===== src/hdl/calendar_date_difference_defines.svh =====
// Assertion macros used by the merge stage of the date difference RTL.
`ifndef CALENDAR_DATE_DIFFERENCE_DEFINES_SVH
`define CALENDAR_DATE_DIFFERENCE_DEFINES_SVH

// Same-cycle implication, sampled on clk_i and held off while rst_ni is low.
`define CDD_ASSERT_IMP(lbl, ante, cons) \
  lbl: assert property (@(posedge clk_i) disable iff (!rst_ni) (ante) |-> (cons)) \
    else $error("date difference check failed");

// Next-cycle implication, sampled on clk_i and held off while rst_ni is low.
`define CDD_ASSERT_NXT(lbl, ante, cons) \
  lbl: assert property (@(posedge clk_i) disable iff (!rst_ni) (ante) |=> (cons)) \
    else $error("date difference sequencing check failed");

`endif


===== src/hdl/cdd_pkg.sv =====
// Shared widths, constants, tables and types of the date difference block.
`timescale 1ns / 1ps
`default_nettype none

package cdd_pkg;

  localparam int DAY_W   = 5;
  localparam int MONTH_W = 4;
  localparam int YEAR_W  = 14;
  localparam int COUNT_W = 23;
  localparam int DIFF_W  = 22;

  // Largest accepted year, compared at a width that holds any year limit.
  localparam int MAX_YEAR = 9999;
  localparam logic [16:0] MAX_YEAR_C = 17'(MAX_YEAR);

  localparam logic [DIFF_W-1:0] DIFF_MAX = '1;

  localparam logic [MONTH_W-1:0] MONTH_FEB = 4'd2;

  // 5243 / 2^17 is close enough to 1/25 for every 12-bit dividend.
  localparam logic [12:0] RECIP25 = 13'd5243;
  localparam int RECIP25_SHIFT = 17;

  // Result of one lane: day count since 0001-01-01 and date check.
  typedef struct packed {
    logic [COUNT_W-1:0] count;
    logic               ok;
  } lane_res_t;

  function automatic logic [24:0] recip25_mul(input logic [11:0] x);
    recip25_mul = 25'(x) * 25'(RECIP25);
  endfunction

  function automatic logic [11:0] mul25(input logic [7:0] q);
    mul25 = 12'({q, 4'b0000}) + 12'({q, 3'b000}) + 12'(q);
  endfunction

  // Length of a month in a common year; zero for codes that are no month.
  function automatic logic [4:0] month_len(input logic [MONTH_W-1:0] m);
    case (m)
      4'd1, 4'd3, 4'd5, 4'd7, 4'd8, 4'd10, 4'd12: month_len = 5'd31;
      4'd4, 4'd6, 4'd9, 4'd11:                    month_len = 5'd30;
      4'd2:                                       month_len = 5'd28;
      default:                                    month_len = 5'd0;
    endcase
  endfunction

  // Days of the months before month m in a common year.
  function automatic logic [8:0] cum_days(input logic [MONTH_W-1:0] m);
    case (m)
      4'd1:    cum_days = 9'd0;
      4'd2:    cum_days = 9'd31;
      4'd3:    cum_days = 9'd59;
      4'd4:    cum_days = 9'd90;
      4'd5:    cum_days = 9'd120;
      4'd6:    cum_days = 9'd151;
      4'd7:    cum_days = 9'd181;
      4'd8:    cum_days = 9'd212;
      4'd9:    cum_days = 9'd243;
      4'd10:   cum_days = 9'd273;
      4'd11:   cum_days = 9'd304;
      4'd12:   cum_days = 9'd334;
      default: cum_days = 9'd0;
    endcase
  endfunction

endpackage

`default_nettype wire


===== src/hdl/cdd_lane.sv =====
// One date lane: checks a date and turns it into a day count over three stages.
`timescale 1ns / 1ps
`default_nettype none

module cdd_lane
  import cdd_pkg::*;
(
  input  wire logic               clk_i,
  input  wire logic [DAY_W-1:0]   day_i,
  input  wire logic [MONTH_W-1:0] month_i,
  input  wire logic [YEAR_W-1:0]  year_i,
  output lane_res_t               res_o
);

  // Stage 1: the date and the reciprocal products for year/4/25 and year/16/25.
  logic [DAY_W-1:0]   day_q;
  logic [MONTH_W-1:0] month_q;
  logic [YEAR_W-1:0]  year_q;
  logic [24:0]        prod_a_q, prod_b_q;

  always_ff @(posedge clk_i) begin
    day_q    <= day_i;
    month_q  <= month_i;
    year_q   <= year_i;
    prod_a_q <= recip25_mul(year_i[YEAR_W-1:2]);
    prod_b_q <= recip25_mul({2'b00, year_i[YEAR_W-1:4]});
  end

  // Stage 2: leap rule, date check and the three parts of the count.
  logic [11:0]        quarter, sixteenth;
  logic [7:0]         qa, qb;
  logic               div100, div400, leap;
  logic [4:0]         dim;
  logic               ok_d;
  logic [YEAR_W-1:0]  prev_year;
  logic [7:0]         prev100, prev400;
  logic [12:0]        frac_d;
  logic [8:0]         part_d;
  logic [COUNT_W-1:0] y365_d;

  always_comb begin
    quarter   = year_q[YEAR_W-1:2];
    sixteenth = {2'b00, year_q[YEAR_W-1:4]};
    qa        = prod_a_q[24:RECIP25_SHIFT];
    qb        = prod_b_q[24:RECIP25_SHIFT];
    div100    = (year_q[1:0] == 2'b00) && (quarter == mul25(qa));
    div400    = (year_q[3:0] == 4'b0000) && (sixteenth == mul25(qb));
    leap      = ((year_q[1:0] == 2'b00) && !div100) || div400;

    dim = (month_q == MONTH_FEB) ? (leap ? 5'd29 : 5'd28) : month_len(month_q);
    ok_d = (year_q != '0) && ({3'b000, year_q} <= MAX_YEAR_C) &&
           (month_q inside {[4'd1:4'd12]}) &&
           (day_q != '0) && (day_q <= dim);

    // Earlier years in closed form; the corrections turn year/100 and
    // year/400 into (year-1)/100 and (year-1)/400.
    prev_year = year_q - 14'd1;
    prev100   = qa - 8'(div100);
    prev400   = qb - 8'(div400);
    frac_d    = 13'(prev_year[YEAR_W-1:2]) - 13'(prev100) + 13'(prev400);
    y365_d    = 23'(prev_year) * 23'd365;

    part_d = cum_days(month_q) + 9'(leap && (month_q > MONTH_FEB)) + 9'(day_q);
  end

  logic [COUNT_W-1:0] y365_q;
  logic [12:0]        frac_q;
  logic [8:0]         part_q;
  logic               ok_q;

  always_ff @(posedge clk_i) begin
    y365_q <= y365_d;
    frac_q <= frac_d;
    part_q <= part_d;
    ok_q   <= ok_d;
  end

  // Stage 3: final sum of the day count.
  lane_res_t res_q;

  always_ff @(posedge clk_i) begin
    res_q.count <= y365_q + 23'(frac_q) + 23'(part_q);
    res_q.ok    <= ok_q;
  end

  assign res_o = res_q;

endmodule

`default_nettype wire


===== src/hdl/cdd_merge.sv =====
// Merge stage: absolute difference of the two lane counts and the result strobe.
`timescale 1ns / 1ps
`default_nettype none
`include "calendar_date_difference_defines.svh"

module cdd_merge
  import cdd_pkg::*;
(
  input  wire logic              clk_i,
  input  wire logic              rst_ni,
  input  wire logic              valid_i,
  input  wire lane_res_t         lane_a_i,
  input  wire lane_res_t         lane_b_i,
  output logic                   done_o,
  output logic [DIFF_W-1:0]      day_difference_o,
  output logic                   dates_valid_o
);

  logic [COUNT_W-1:0] diff;
  logic               both_ok;
  logic [DIFF_W-1:0]  diff_d;

  always_comb begin
    diff = (lane_a_i.count >= lane_b_i.count) ? (lane_a_i.count - lane_b_i.count)
                                              : (lane_b_i.count - lane_a_i.count);
    both_ok = lane_a_i.ok && lane_b_i.ok;
    if (!both_ok) begin
      diff_d = '0;
    end else if (diff > COUNT_W'(DIFF_MAX)) begin
      diff_d = DIFF_MAX;
    end else begin
      diff_d = diff[DIFF_W-1:0];
    end
  end

  logic              done_q;
  logic [DIFF_W-1:0] diff_q;
  logic              ok_q;

  always_ff @(posedge clk_i or negedge rst_ni) begin
    if (!rst_ni) begin
      done_q <= 1'b0;
    end else begin
      done_q <= valid_i;
    end
  end

  always_ff @(posedge clk_i) begin
    diff_q <= diff_d;
    ok_q   <= both_ok;
  end

  assign done_o           = done_q;
  assign day_difference_o = diff_q;
  assign dates_valid_o    = ok_q;

  `CDD_ASSERT_NXT(a_strobe_follows, valid_i, done_o)
  `CDD_ASSERT_NXT(a_no_spurious_strobe, !valid_i, !done_o)
  `CDD_ASSERT_IMP(a_invalid_is_zero, done_o && !dates_valid_o, day_difference_o == '0)
  `CDD_ASSERT_NXT(a_bad_lane_flags, valid_i && !(lane_a_i.ok && lane_b_i.ok), !dates_valid_o)

endmodule

`default_nettype wire


===== src/hdl/calendar_date_difference.sv =====
// Top level of the Gregorian date difference block: two date lanes and a merge stage.
`timescale 1ns / 1ps
`default_nettype none

// Usage:
//   A word of two dates (day, month, year each) is taken at a rising clock
//   edge where start_i is high and busy_o is low. busy_o is always low, so a
//   new word may be started in every cycle.
//   Each date runs through its own lane, which checks it and forms its day
//   count since 0001-01-01 in three stages: reciprocal products for the
//   divisions by 100 and 400, then the leap rule, date check and the parts
//   of the count, then the final sum. A merge stage forms the absolute
//   difference, saturates it and zeroes it for an invalid date.
//   The result word appears on day_difference_o and dates_valid_o once the
//   word has passed the three lane stages and the merge register, marked by
//   done_o, and stays for exactly one cycle, at whose end the receiver takes it.
//   Throughput is one word per cycle; the pipeline has no stall path since
//   the receiver cannot hold results off and must take each word as shown.
//   Reset clears the stage valid bits, so no done_o pulse follows reset
//   until a word is started; payload registers are not reset.

module calendar_date_difference
  import cdd_pkg::*;
(
  input  wire logic               clk_i,
  input  wire logic               rst_ni,
  input  wire logic               start_i,
  output logic                    busy_o,
  input  wire logic [DAY_W-1:0]   first_day_i,
  input  wire logic [MONTH_W-1:0] first_month_i,
  input  wire logic [YEAR_W-1:0]  first_year_i,
  input  wire logic [DAY_W-1:0]   second_day_i,
  input  wire logic [MONTH_W-1:0] second_month_i,
  input  wire logic [YEAR_W-1:0]  second_year_i,
  output logic                    done_o,
  output logic [DIFF_W-1:0]       day_difference_o,
  output logic                    dates_valid_o
);

  // The pipeline never stalls, so a word can be started in every cycle.
  assign busy_o = 1'b0;

  // Valid bits that travel alongside the three lane stages.
  logic [2:0] valid_q, valid_d;

  always_comb begin
    valid_d = {valid_q[1:0], start_i && !busy_o};
  end

  always_ff @(posedge clk_i or negedge rst_ni) begin
    if (!rst_ni) begin
      valid_q <= '0;
    end else begin
      valid_q <= valid_d;
    end
  end

  lane_res_t lane_a, lane_b;

  cdd_lane u_lane_a (
    .clk_i   (clk_i),
    .day_i   (first_day_i),
    .month_i (first_month_i),
    .year_i  (first_year_i),
    .res_o   (lane_a)
  );

  cdd_lane u_lane_b (
    .clk_i   (clk_i),
    .day_i   (second_day_i),
    .month_i (second_month_i),
    .year_i  (second_year_i),
    .res_o   (lane_b)
  );

  cdd_merge u_merge (
    .clk_i            (clk_i),
    .rst_ni           (rst_ni),
    .valid_i          (valid_q[2]),
    .lane_a_i         (lane_a),
    .lane_b_i         (lane_b),
    .done_o           (done_o),
    .day_difference_o (day_difference_o),
    .dates_valid_o    (dates_valid_o)
  );

endmodule

`default_nettype wire


===== config.mk =====
export PLATFORM = sky130hd
export DESIGN_NAME = calendar_date_difference
export DESIGN_NICKNAME = d
export VERILOG_FILES = /design/src/hdl/cdd_pkg.sv /design/src/hdl/cdd_lane.sv /design/src/hdl/cdd_merge.sv /design/src/hdl/calendar_date_difference.sv
export VERILOG_INCLUDE_DIRS = /design/src /design/src/hdl
export SDC_FILE = /design/constraint.sdc
export NUM_CORES = 1
export LEC_CHECK = 0
export BUFFER_PORTS_ARGS = -buffer_cell sky130_fd_sc_hd__buf_2
export CORE_ASPECT_RATIO = 1.25
export CORE_MARGIN = 3
export CORE_UTILIZATION = 45
export DETAILED_ROUTE_END_ITERATION = 16
export GPL_TIMING_DRIVEN = 0
export SYNTH_ARGS = -nofsm -noshare
export SYNTH_HDL_FRONTEND = slang
export SYNTH_SLANG_ARGS = --single-unit
export TNS_END_PERCENT = 30

===== constraint.sdc =====
create_clock -name clk_i -period 17.8 [get_ports clk_i]
set_input_delay 3.56 -clock clk_i [delete_from_list [all_inputs] [get_ports clk_i]]
set_output_delay 3.56 -clock clk_i [all_outputs]
set_load 0.03 [all_outputs]

==> results.json <==
{
  "numClockSinks": 265,
  "pin_count": 74,
  "grt_start_max_net_pins": 15,
  "routed-via-count": 19100,
  "detailedRoute.firstIterationViolations": 749,
  "synth-compound-area-share_pct": 11.1,
  "synth_area_leader_cell": "sky130_fd_sc_hd__ha_1",
  "clk_pin_slew_worst_paths_ps": 60,
  "remaining_drc_errors": 0,
  "tritoncts_clock_tree": "done",
  "globalRouteOverflowTotal": 0,
  "mappedNetlistNets": 3656,
  "post-synth-top-area-fraction_pct": 23.7,
  "timing.critical_path.depth": 16,
  "hold_violation_total_from_the_final_report": 0,
  "netlist_top_cells_area": "sky130_fd_sc_hd__ha_1 24%, sky130_fd_sc_hd__dfxtp_1 19%, sky130_fd_sc_hd__fa_1 19%",
  "yosys.area_share.simple_pct": 8.92,
  "slew_headroom_pct": 42.1,
  "critPathBufInv": 3,
  "crit_path_max_fanout": 6,
  "drtAntennaViolNets": 0,
  "dr.pass1.iters": 5,
  "portBuffers": 72,
  "reg2reg_depth": 19,
  "main_combinational_cell_family_by_area_after_synthesis": "adder cells",
  "worstMarginPinSlew_ps": 847,
  "timing.critical_path.slowest_cell_delay_ps": 790,
  "fmax_ghz": 0.113,
  "yosysSeqAreaShare_pct": 19.7,
  "outcome": "finished clean",
  "root_buffer": "sky130_fd_sc_hd__clkbuf_16",
  "cts_setup_buffers": 0,
  "hpwlAfterDp_mm": 50.9,
  "grt_first_pass_wirelength_mm": 97.9,
  "worst_ep_arrival_time_ps": 9280,
  "gp_routability_congestion": 0.877,
  "slew_viol_final": 0,
  "layout_commonest_cell": "sky130_fd_sc_hd__inv_1",
  "number_of_synthesized_flops_with_an_enable_pin": 0,
  "setup_repair_after_global_routing_missed_its_margin": "false",
  "floorplan.die.width_um": 225,
  "drt-total-wl_mm": 59.0,
  "hold_depth": 0,
  "muxShareOfSynthArea_pct": 0.946,
  "holdBufCountCts": 0,
  "design.core.area_um2": 58800,
  "grt_antenna_before_repair": 2,
  "netlist_area_um2": 27000,
  "post_drt_wl_per_cell_um": 15.9,
  "most_common_cell_on_crit_path": "sky130_fd_sc_hd__fa_1",
  "ffs_latches_synth": 265,
  "maximum_buffer_depth_of_the_clock_tree": 3,
  "max_cap_viol_count": 0,
  "grt_pass1_vias": 20400,
  "synth-warning-count": 0,
  "clkLatencyLatePin_ps": 580,
  "setup_viol": 0,
  "final.setup_skew_ps": 16.9,
  "async_set_or_reset_register_ratio_after_synthesis_pct": 1.51,
  "post_cts_resize_count": 0,
  "worst_path_max_delay_cell": "sky130_fd_sc_hd__a2111oi_0",
  "mostFrequentLayoutCells": "526 x sky130_fd_sc_hd__inv_1, 511 x sky130_fd_sc_hd__ha_1, 261 x sky130_fd_sc_hd__dfxtp_1",
  "synth_ff_type": "sky130_fd_sc_hd__dfxtp_1",
  "cts.htree.levels": 1,
  "post_synth_xor_area_fraction_pct": 8.24,
  "timing.setup.tns_ps": 0,
  "design.final.nets": 3760,
  "post-route-period-util_pct": 49.6,
  "drive_gt1_share_pct": 5.63,
  "drt-vias-per-instance": 5.12,
  "worstSetupEndpointType": "flip-flop",
  "die_area_um2": 63000,
  "initial_core_util_pct": 45.9,
  "cp_top_family": "adder cells",
  "postSynthAreaPerCell_um2": 9.51,
  "synth.lib_cells_used.distinct": 79,
  "critPathKind": "in2reg",
  "min_path_type": "reg2reg",
  "die_outline_height_um": 280,
  "crit_path_cell_trace": "buf_2, fa_1, inv_1, fa_1, inv_1, fa_1, fa_1, fa_1, ha_1, a2111oi_0, o21ai_0, a2111oi_0, o31ai_1, a2111oi_0, nor3_1, xor2_1",
  "synth_cells": 2838,
  "cts_inserted_buffers": 30,
  "synthAdderAreaFrac_pct": 42.8,
  "layout_min_cycle_time_ps": 8840,
  "placement_rows": 99,
  "worst_setup_path_start_kind": "primary input",
  "required_ps": 18250,
  "p_r_area_growth_vs_syn_pct": 8.50,
  "track_usage_pct": 19.0
}
-- logic make-up (layout without fill, tap and decap cells) --
group,after synthesis,in the layout
AO/OA/AOI/OAI,473,473
XOR/XNOR,253,253
adder cells (fa/ha/maj),769,769
buffers and inverters,578,704
flip-flops,265,265
multiplexers,23,23
other,1,3
AND/OR/NAND/NOR,476,476
-- routing by layer --
metal / wire [um] / GRT usage, %
met3: 1480 / 1.79
met4: 1890 / 6.07
met5: 13 / 0
met1: 24300 / 21.5
met2: 31300 / 37.0
-- synth_stat cells (8+ instances only) --
cell type,number
sky130_fd_sc_hd__o21a_1,25
sky130_fd_sc_hd__xor2_1,79
sky130_fd_sc_hd__a21o_1,62
sky130_fd_sc_hd__fa_1,258
sky130_fd_sc_hd__mux2i_1,15
sky130_fd_sc_hd__a2111oi_0,8
sky130_fd_sc_hd__o31ai_1,8
sky130_fd_sc_hd__nand4_1,23
sky130_fd_sc_hd__clkbuf_1,37
sky130_fd_sc_hd__inv_1,526
sky130_fd_sc_hd__and3_1,18
sky130_fd_sc_hd__a21oi_1,158
sky130_fd_sc_hd__ha_1,511
sky130_fd_sc_hd__nor3_1,45
sky130_fd_sc_hd__nand3b_1,8
sky130_fd_sc_hd__o21ai_0,89
sky130_fd_sc_hd__nor2b_1,37
sky130_fd_sc_hd__or3_1,19
sky130_fd_sc_hd__a211oi_1,15
sky130_fd_sc_hd__a31oi_1,19
sky130_fd_sc_hd__nor2_1,117
sky130_fd_sc_hd__buf_2,11
sky130_fd_sc_hd__nand3_1,44
sky130_fd_sc_hd__nand2b_1,15
sky130_fd_sc_hd__o21bai_1,11
sky130_fd_sc_hd__nor4_1,13
sky130_fd_sc_hd__xnor2_1,173
sky130_fd_sc_hd__dfxtp_1,261
sky130_fd_sc_hd__o211ai_1,12
sky130_fd_sc_hd__a21boi_0,13
sky130_fd_sc_hd__or2_2,10
sky130_fd_sc_hd__and2_1,8
sky130_fd_sc_hd__nand2_1,95
-- sequential cells by signal, indices dropped and copies added, names as in the netlist, 14 cells and up, named ones only --
signal                    count
u_merge.day_difference_o     22
u_lane_a.y365_q              23
u_lane_b.y365_q              23
u_lane_b.year_q              14
u_lane_a.year_q              14
u_lane_a.res_o               24
u_lane_b.res_o               24
-- final timing paths --
kind,from,endpoint,slack (ps)
worst min register to register,u_lane_a.ok_q,u_lane_a.res_o[0],320
worst min-delay path,u_lane_a.ok_q,u_lane_a.res_o[0],320
worst max register to register,u_lane_a.year_q[0],u_lane_a.y365_q[21],11240
min in group asynchronous,rst_ni,valid_q[1],2790
worst max-delay path,second_year_i[11],u_lane_b.prod_a_q[22],8960
max in group asynchronous,rst_ni,u_merge.done_o,14900
-- cell type report --
type	count	area, um^2
clock buffer	36	815
clock inverter	18	168
sequential	265	5330
buffer	52	231
fill	5449	29600
timing repair buffer	72	360
antenna	2	5.00
inverter	526	1970
tap	757	947
multi-input combinational	1995	19500
-- through the flow --
step	instances	utilization [%]	instance area [um^2]	hold slack, ps	setup WS [ps]
6_report	3723	49.8	29300	322	8960
5_1_grt	3721	49.8	29300	331	8510
4_1_cts	3721	49.8	29300	322	8950
3_5_place_dp	3667	48.1	28300	314	8380
3_3_place_gp	3667	48.1	28300	314	8380
2_1_floorplan	2838	-	27000	310	9330
Power is left out: the tool's default activity adds up to more than one toggle a clock period on the data nets, which glitch-free logic cannot reach.
